## src/sv/assert_macros.svh

```systemverilog
// ----------------------------------------------------------------------------
// Assertion macros
// Shared wrappers for clocked concurrent assertions with a low-active reset.
// ----------------------------------------------------------------------------
`ifndef ASSERT_MACROS_SVH
`define ASSERT_MACROS_SVH

// Property must hold at every clock edge outside reset.
`define AABB_ASSERT(lbl, clk, rst_n, prop, msg) \
    lbl: assert property (@(posedge clk) disable iff (!rst_n) prop) \
        else $error(msg);

// Expression must never be true outside reset.
`define AABB_NEVER(lbl, clk, rst_n, expr, msg) \
    `AABB_ASSERT(lbl, clk, rst_n, !(expr), msg)

`endif

```

## src/sv/aabb_pkg.sv

```systemverilog
// ----------------------------------------------------------------------------
// aabb_pkg
// Item types, field widths and codes of the box collision checker.
// ----------------------------------------------------------------------------
`default_nettype none

package aabb_pkg;

    localparam int ID_W    = 6;    // entity index field
    localparam int KIND_W  = 2;
    localparam int CW      = 32;   // Q16.16 coordinate field
    localparam int SIZE_W  = 31;   // UQ15.16 box size field
    localparam int DT_W    = 20;   // Q4.16 frame time
    localparam int FRAC_W  = 16;
    localparam int MAX_RES = 64;   // results per query
    localparam int CNT_W   = $clog2(MAX_RES + 1);

    localparam logic [KIND_W-1:0] KIND_WRITE  = 2'd0;
    localparam logic [KIND_W-1:0] KIND_REMOVE = 2'd1;
    localparam logic [KIND_W-1:0] KIND_QUERY  = 2'd2;

    localparam logic [1:0] SIDE_NORTH = 2'd0;
    localparam logic [1:0] SIDE_SOUTH = 2'd1;
    localparam logic [1:0] SIDE_WEST  = 2'd2;
    localparam logic [1:0] SIDE_EAST  = 2'd3;

    typedef struct packed {
        logic [KIND_W-1:0]        kind;
        logic [ID_W-1:0]          entry_index;
        logic signed [CW-1:0]     pos_x;
        logic signed [CW-1:0]     pos_y;
        logic signed [CW-1:0]     vel_x;
        logic signed [CW-1:0]     vel_y;
        logic [DT_W-1:0]          step_time;
        logic signed [CW-1:0]     box_left;
        logic signed [CW-1:0]     box_top;
        logic [SIZE_W-1:0]        box_width;
        logic [SIZE_W-1:0]        box_height;
    } t_in_item;

    typedef struct packed {
        logic                     hit;
        logic [ID_W-1:0]          self_id;
        logic [ID_W-1:0]          other_id;
        logic [1:0]               contact_side;
        logic signed [CW-1:0]     overlap_left;
        logic signed [CW-1:0]     overlap_top;
        logic [SIZE_W-1:0]        overlap_width;
        logic [SIZE_W-1:0]        overlap_height;
        logic                     last;
    } t_out_item;

    // tag of an entry read entering the compare pipe
    typedef struct packed {
        logic tok;    // slot carries an entry
        logic last;   // final entry of the sweep
        logic self;   // entry is the querying entity
    } t_cmp_ctl;

    // status of an entry leaving the compare pipe
    typedef struct packed {
        logic       tok;
        logic       last;
        logic       hit;
        logic [1:0] side;
    } t_cmp_flag;

endpackage

`default_nettype wire

```

## src/sv/aabb_cmp.sv

```systemverilog
// ----------------------------------------------------------------------------
// aabb_cmp
// Two-stage overlap test of one stored box against the moved query box.
// ----------------------------------------------------------------------------
`default_nettype none

module aabb_cmp #(
    parameter int  COORD_BITS = 32,
    parameter int  IDX_W      = 6,
    localparam int EW         = ((COORD_BITS > aabb_pkg::CW) ? COORD_BITS : aabb_pkg::CW) + 2
) (
    input  logic                          i_clk,
    input  logic                          i_rst_n,
    input  logic                          i_adv,
    input  aabb_pkg::t_cmp_ctl            i_ctl,
    input  logic [IDX_W-1:0]              i_idx,
    input  logic                          i_ent_vld,
    input  logic signed [COORD_BITS-1:0]  i_ent_left,
    input  logic signed [COORD_BITS-1:0]  i_ent_top,
    input  logic [aabb_pkg::SIZE_W-1:0]   i_ent_width,
    input  logic [aabb_pkg::SIZE_W-1:0]   i_ent_height,
    input  logic signed [COORD_BITS-1:0]  i_nl,
    input  logic signed [COORD_BITS-1:0]  i_nt,
    input  logic signed [EW-1:0]          i_nr,
    input  logic signed [EW-1:0]          i_nb,
    input  logic signed [EW-1:0]          i_ncx2,
    input  logic signed [EW-1:0]          i_ncy2,
    output aabb_pkg::t_cmp_flag           o_flag,
    output logic [IDX_W-1:0]              o_idx,
    output logic signed [aabb_pkg::CW-1:0] o_x,
    output logic signed [aabb_pkg::CW-1:0] o_y,
    output logic [aabb_pkg::SIZE_W-1:0]   o_w,
    output logic [aabb_pkg::SIZE_W-1:0]   o_h
);
    import aabb_pkg::*;

    // stage 1: edges, overlap corner, centre order
    logic signed [EW-1:0] w_ol, w_ot, w_ow, w_oh, w_nl, w_nt;
    logic signed [EW-1:0] w_orr, w_ob, w_ocx2, w_ocy2;

    logic                 r1_tok, r1_last, r1_cand;
    logic [IDX_W-1:0]     r1_idx;
    logic signed [EW-1:0] r1_x, r1_y, r1_rmin, r1_bmin;
    logic                 r1_ns, r1_we;

    // stage 2: extents and side
    logic signed [EW-1:0] w_w, w_h;
    logic                 w_hit;
    logic [1:0]           w_side;

    assign w_ol   = EW'(i_ent_left);
    assign w_ot   = EW'(i_ent_top);
    assign w_ow   = $signed(EW'(i_ent_width));
    assign w_oh   = $signed(EW'(i_ent_height));
    assign w_nl   = EW'(i_nl);
    assign w_nt   = EW'(i_nt);
    assign w_orr  = w_ol + w_ow;
    assign w_ob   = w_ot + w_oh;
    assign w_ocx2 = (w_ol <<< 1) + w_ow;
    assign w_ocy2 = (w_ot <<< 1) + w_oh;

    always_ff @(posedge i_clk) begin
        if (!i_rst_n) begin
            r1_tok  <= 1'b0;
            r1_last <= 1'b0;
            r1_cand <= 1'b0;
        end else if (i_adv) begin
            r1_tok  <= i_ctl.tok;
            r1_last <= i_ctl.last;
            r1_cand <= i_ctl.tok && i_ent_vld && !i_ctl.self;
        end
    end

    always_ff @(posedge i_clk) begin
        if (i_adv) begin
            r1_idx  <= i_idx;
            r1_x    <= (w_nl > w_ol) ? w_nl : w_ol;
            r1_y    <= (w_nt > w_ot) ? w_nt : w_ot;
            r1_rmin <= (i_nr < w_orr) ? i_nr : w_orr;
            r1_bmin <= (i_nb < w_ob) ? i_nb : w_ob;
            r1_ns   <= (w_ocy2 >= i_ncy2);
            r1_we   <= (w_ocx2 >= i_ncx2);
        end
    end

    assign w_w   = r1_rmin - r1_x;
    assign w_h   = r1_bmin - r1_y;
    assign w_hit = r1_cand && (w_w > 0) && (w_h > 0);

    always_comb begin
        if (w_w > w_h) begin
            w_side = r1_ns ? SIDE_NORTH : SIDE_SOUTH;
        end else begin
            w_side = r1_we ? SIDE_WEST : SIDE_EAST;
        end
    end

    assign o_flag.tok  = r1_tok;
    assign o_flag.last = r1_last;
    assign o_flag.hit  = w_hit;
    assign o_flag.side = w_side;
    assign o_idx       = r1_idx;
    assign o_x         = CW'(r1_x);
    assign o_y         = CW'(r1_y);
    assign o_w         = SIZE_W'(w_w);
    assign o_h         = SIZE_W'(w_h);

endmodule

`default_nettype wire
```

## config.mk

```make
export PLATFORM = sky130hd
export DESIGN_NAME = aabb_cmp
export DESIGN_NICKNAME = d
export VERILOG_FILES = /design/src/sv/assert_macros.svh /design/src/sv/aabb_pkg.sv /design/src/sv/aabb_cmp.sv
export SDC_FILE = /design/constraint.sdc
export NUM_CORES = 1
export LEC_CHECK = 0
export BUFFER_PORTS_ARGS = -buffer_cell sky130_fd_sc_hd__buf_2
export CORE_ASPECT_RATIO = 2
export CORE_MARGIN = 5
export CORE_UTILIZATION = 52
export DETAILED_ROUTE_END_ITERATION = 8
export GPL_ROUTABILITY_DRIVEN = 0
export PLACE_DENSITY = 0.8
export RECOVER_POWER = 25
export SYNTH_ARGS = -nofsm -noshare
export SYNTH_HDL_FRONTEND = slang
export SYNTH_SLANG_ARGS = --single-unit
```

## constraint.sdc

```tcl
create_clock -name i_clk -period 5 [get_ports i_clk]
set_input_delay 0 -clock i_clk [delete_from_list [all_inputs] [get_ports i_clk]]
set_output_delay 0 -clock i_clk [all_outputs]
set_load 0.05 [all_outputs]
```

==> results of run 1 <==
==> kinds of logic (layout without fill, tap and decap cells) <==
| kind of cell | after synthesis | count (layout) | share of synthesized area (%) |
|---|---|---|---|
| flops | 143 | 143 | 18.6 |
| fa+ha+maj | 426 | 426 | 23.4 |
| simple gates | 623 | 623 | 14.4 |
| compound gates | 831 | 832 | 25.1 |
| buf+inv | 468 | 1115 | 7.74 |
| xor+xnor | 154 | 154 | 5.88 |
| mux | 107 | 107 | 4.88 |
| other cells | 0 | 12 | 0 |
==> sequential cells by signal, indices dropped and copies added, names as in the netlist <==
register  cells
r1_bmin      34
r1_rmin      34
r1_y         32
r1_x         32
r1_tok        1
o_idx         6
r1_we         1
r1_ns         1
r1_cand       1
r1_last       1
==> worst paths after layout <==
path | from | end | cells past startpoint
setup / recovery | r1_bmin[0] | o_flag[0] | 25
hold / removal | i_ent_left[18] | r1_x[18] | 3
setup reg to reg | r1_cand | r1_cand | 4
hold reg to reg | r1_last | r1_last | 2
==> cell type report <==
| cell class | count | area [sq um] |
|---|---|---|
| diodes | 12 | 30.0 |
| clock buffers | 19 | 453 |
| clock inverters | 13 | 129 |
| fillers | 3567 | 15000 |
| inverters | 399 | 1500 |
| multi-input cells | 2142 | 17400 |
| flip-flops and latches | 143 | 4260 |
| well taps | 555 | 694 |
| repair buffers | 684 | 4360 |
==> cell usage after synthesis (all sizes together), types with 14 or more instances <==
cell,instances,area [sq um]
nor2b,38,238
buf,18,86.3
mux2,40,450
xor2,55,482
nor3,45,230
o21a,37,279
a21o,170,1280
o31ai,15,131
nand3,80,400
mux2i,67,671
nand4,66,428
a31oi,20,125
and3,19,119
nor4,15,128
nand2,93,352
a211oi,18,135
ha,420,5260
a21oi,228,1160
nand2b,62,388
clkbuf,51,191
o21bai,32,240
xnor2,99,867
nor2,134,503
or3,14,92.6
and2,15,93.8
a41oi,35,307
inv,399,1500
o211ai,48,374
o21ai,101,505
o32a,32,320
edfxtp,140,4200
==> per-stage QoR <==
step	hold slack, ps	util [%]
after floorplan	98.9	-
after global placement	180	60.2
after detailed placement	185	60.2
after CTS	0.469	65.3
after global routing	20.8	65.7
final	10.3	65.7
==> repair_timing <==
action / CTS / global route
gates resized for setup: 23 / 26
setup endpoints to repair: 4 / 70
setup buffers: 12 / 4
pin swaps: 27 / 13
hold endpoints to repair: 112 / 0
gates cloned: 0 / 1
hold buffers: 145 / 0
==> worst register-to-register path: stages, from the launching register on <==
cell and delay [ps]:
dfxtp_1 300, inv_1 70, o21ai_0 80, and2_1 360, dlygate4sd3_1 550
==> layer usage <==
layer | share of wire [%] | global-route usage [%] | wire [um] | vias up
met4 | 5.2 | 14.4 | 4180 | 6
met5 | 0.036 | 0 | 29 | -
met3 | 8.9 | 5.20 | 7100 | 270
met1 | 39 | 38.1 | 30900 | 11079
met2 | 47 | 52.8 | 37700 | 1213
li1 | - | - | - | 11441
==> where the power goes <==
part           internal, mW  total, mW  switching, mW
logic                  2.93       8.09           5.16
registers              1.58       1.70          0.123
clock network         0.720       1.31          0.587
==> flow_metrics.tcl, run 1 <==
set metrics [dict create \
    die_area_sq_um 48700 \
    die_w_um 159 \
    wl_per_cell_um 20.2 \
    crit_slowest_cell "fa_2" \
    grt_usage_pct 31.1 \
    violations "capacitance limit, slew limit, setup timing" \
    cts_tree "done" \
    slowest_delay_ps 410 \
    area_growth_pct 25.8 \
    core_sq_um 43900 \
    finalInstanceArea_sq_um 28900 \
    syn_inst 2752 \
    setup_violations 2 \
    end_kind "output port" \
    final_cell_mix "468 x buf_2, 416 x ha_1, 395 x inv_1, 215 x a21oi_1, 169 x a21o_1" \
    vias 24009 \
    final.setup.tns_ps -316 \
    rsz0062_at_grt "yes" \
    ir_worst_vdd_mv 0.405 \
    maxCapViolCount 1 \
    slew_viol_final 98 \
    critical_path_arrival_ps 5230 \
    detail-route-antenna-nets 0 \
    grt_pass1_vias 23875 \
    period_needed_ps 5230 \
    finalWorstSetupSlack_ps -232 \
    row_count 109 \
    num-nets-final 4152 \
    clockRootBuffer "clkbuf_16" \
    startpoint_type "register" \
    ys_seq_elements 143 \
    preCtsSetupSlack_ps -356 \
    synth_area_sq_um 23000 \
    syn_nets 3517 \
    grt_max_degree 129 \
    path_class "register to output port" \
    avgSynthCellArea_sq_um 8.34 \
    synth_async_sr_flop_share_pct 0 \
    dpl-instance-area_sq_um 26500 \
    antenna_found_initial 11 \
    io_pins 476 \
    placedCellCount 3761 \
    fp.dieH_um 307 \
    avgViaCountPerCell 6.05 \
    drive_above_1_share_pct 21.0 \
    layout_commonest_cell "buf_2" \
    rrSetupSlack_ps 3530 \
    synth_flop_cell "edfxtp_1" \
    dp_hpwl_um 63700 \
    final_cells 3967 \
    drtIter0Drc 1816 \
    hold_viol_final 0 \
    grt_remaining_overflow 0 \
    clock_skew_ps 0 \
    portBuffers 475 \
    ys_seq_area_share_pct 18.6 \
    crit_family "compound AO/OA/AOI/OAI gates" \
    critical_path.most_common_cell "a21o_1" \
    period_share_pct 105 \
    crit_fanout 3 \
    slew_headroom_pct -260 \
    fmax_mhz 191 \
    start_util_pct 52.3 \
    status "finished, violations left" \
    synth-warning-count 0 \
    path_clk_slew_ps 70 \
    clock_sinks 143 \
    drt-total-wl_um 80000 \
    clk_latency_ps 460 \
    firstDrtPassIters 6 \
    synth_cell_types 96 \
    crit_buf_inv 4 \
    required_ps 5000 \
    synth_edf_count 140 \
    drcViolationCount 0 \
    total_power_mw 11.1 \
    htree_levels 4 \
    power-per-cell-area_nw_per_um2 384 \
    tightest_slew_ps 5410 \
    hp-class "input port to register" \
    grt_pass1_wl_um 122000 \
    clock_path_buffers 2 \
    leakagePower_nw 14.7 \
    cts_buffers 17 \
]
Note: power is estimated with default switching activity, not from simulation.
==> run 2, diff against run 1 <==
==> constraint.sdc (replaced) <==
create_clock -name i_clk -period 5 [get_ports i_clk]
set_input_delay 0.75 -clock i_clk [delete_from_list [all_inputs] [get_ports i_clk]]
set_output_delay 0.75 -clock i_clk [all_outputs]
set_load 0.05 [all_outputs]
==> run 2 against run 1 <==
The flow still finishes with violations (capacitance limit, slew limit, setup timing). Via count grew 7.4%. Critical path depth decreased by 2. Die area is the same. First-iteration DRC count increased by 5.8%. Design area rose by 9.7%. Clock skew unchanged. Routed wire length rose by 8.0%. Worst setup slack lost 680 ps.
==> flow_metrics.tcl, run 2 (synthesis results as in run 1) <==
set metrics [dict create \
    status "finished, violations left" \
    violations "capacitance limit, slew limit, setup timing" \
    hold-path-cell-count 1 \
    drcViolationCount 0 \
    final_cell_mix "526 x buf_4, 464 x buf_2, 406 x ha_1, 394 x inv_1, 197 x a21oi_1" \
    min-delay-start "i_idx[4]" \
    maxCapViolCount 1 \
    drive_above_1_share_pct 34.1 \
    io_pins 476 \
    final.setup.tns_ps -2990 \
    clockRootBuffer "clkbuf_16" \
    core_sq_um 43900 \
    power-per-cell-area_nw_per_um2 392 \
    firstDrtPassIters 6 \
    portBuffers 475 \
    slowest_delay_ps 410 \
    clock_sinks 143 \
    vias 25796 \
    required_ps 4250 \
    layout_commonest_cell "buf_4" \
    cts_buffers 17 \
    critical_path.most_common_cell "a21o_1" \
    finalInstanceArea_sq_um 31700 \
    clock_path_buffers 2 \
    slew_viol_final 92 \
    end_kind "output port" \
    die_w_um 159 \
    clock_skew_ps 0 \
    htree_levels 4 \
    crit_slowest_cell "edfxtp_1" \
    wl_per_cell_um 20.0 \
    rsz0062_at_grt "yes" \
    drt-total-wl_um 86400 \
    detail-route-antenna-nets 0 \
    total_power_mw 12.4 \
    tightest_slew_ps 2550 \
    hp-class "input port to register" \
    dpl-instance-area_sq_um 29900 \
    cp_cell_sequence "inv_2 > ha_1 > nor2b_4 > o31a_1 > o41a_1 > buf_4 > nor2_1 > o21ai_0 > buf_4 > nor4_1 > nor3_1 > ha_1 > a21o_1 > a21o_1 > a21oi_1 > o21ai_1 > a21o_1 > a221o_1 > a21oi_1 > nand3_1 > nand3_4 > mux2i_4 > buf_6" \
    slew_headroom_pct -70.3 \
    clk_latency_ps 450 \
    crit_fanout 3 \
    ir_worst_vdd_mv 0.449 \
    startpoint_type "register" \
    finalWorstSetupSlack_ps -910 \
    grt_pass1_wl_um 128000 \
    path_class "register to output port" \
    grt_max_degree 130 \
    fmax_mhz 169 \
    period_share_pct 118 \
    leakagePower_nw 16.6 \
    cts_tree "done" \
    worstRegToRegCells 3 \
    die_area_sq_um 48700 \
    hold_viol_final 0 \
    grt_remaining_overflow 0 \
    fp.dieH_um 307 \
    grt_usage_pct 32.9 \
    start_util_pct 52.3 \
    dp_hpwl_um 68900 \
    num-nets-final 4485 \
    row_count 109 \
    avgViaCountPerCell 5.99 \
    path_clk_slew_ps 70 \
    period_needed_ps 5910 \
    critical_path_arrival_ps 5160 \
    startpoint "r1_y[1]" \
    antenna_found_initial 31 \
    top_regs "r1_bmin x34, r1_rmin x34" \
    crit-reg2reg-launch "r1_cand" \
    setup_violations 24 \
    area_growth_pct 38.0 \
    drtIter0Drc 1921 \
    grt_pass1_vias 25645 \
]
==> run 2: final timing paths <==
| kind | slack [ps] | end |
|---|---|---|
| setup / recovery | -910 | o_flag[0] |
| hold reg to reg | 520 | r1_last |
| setup reg to reg | 4170 | r1_cand |
| hold / removal | 470 | o_idx[4] |
==> run 2: repair_timing <==
action                                  CTS  global route
buffers inserted                         28            18
endpoints found under the setup margin   72            73
gates cloned                              2             0
gates resized for setup                  69           108
hold buffers                              0             0
pin swaps                                57            57
==> run 2: per-layer routing <==
layer  up-vias  track usage, %  wire length [um]  part of all wire, %
li1      12112               -                 -                    -
met1     12001            38.2             31800                   37
met2      1308            56.5             41600                   48
met3       355            6.94              7310                  8.5
met4        20            16.3              5450                  6.3
met5         -               0               166                 0.19
==> run 2: cell type report <==
cell class | instances | area (sq um)
multi-input cells | 2142 | 18000
fillers | 3231 | 12200
repair buffers | 1017 | 6610
flip-flops and latches | 143 | 4260
inverters | 399 | 1500
well taps | 555 | 694
clock buffers | 18 | 429
clock inverters | 13 | 141
diodes | 21 | 52.6
==> run 2: through the flow <==
| step | utilization, % | hold slack [ps] | setup slack (ps) | std cells |
|---|---|---|---|---|
| 3_3_place_gp | 68.2 | 494 | -730 | 4211 |
| 2_1_floorplan | - | 484 | -885 | 2752 |
| 4_1_cts | 70.7 | 449 | -883 | 4270 |
| 6_report | 72.1 | 466 | -910 | 4308 |
| 3_5_place_dp | 68.2 | 502 | -802 | 4211 |
| 5_1_grt | 72.1 | 448 | -1100 | 4305 |
==> run 2: worst max-delay path, delay by kind of cell (launching register included) <==
family                     cells  cell delay, ps
DFF                            1             410
and+or+nand+nor                6             860
AOI/OAI and AO/OA             10            2030
muxes                          1             240
adders and majority gates      2             540
buffers and inverters          4             610
==> run 2: power breakdown <==
group | total [mW] | internal (mW) | switching, mW
sequential | 1.69 | 1.58 | 0.115
combinational | 9.43 | 3.87 | 5.56
clock | 1.30 | 0.731 | 0.568
total | 12.4 | 6.18 | 6.25
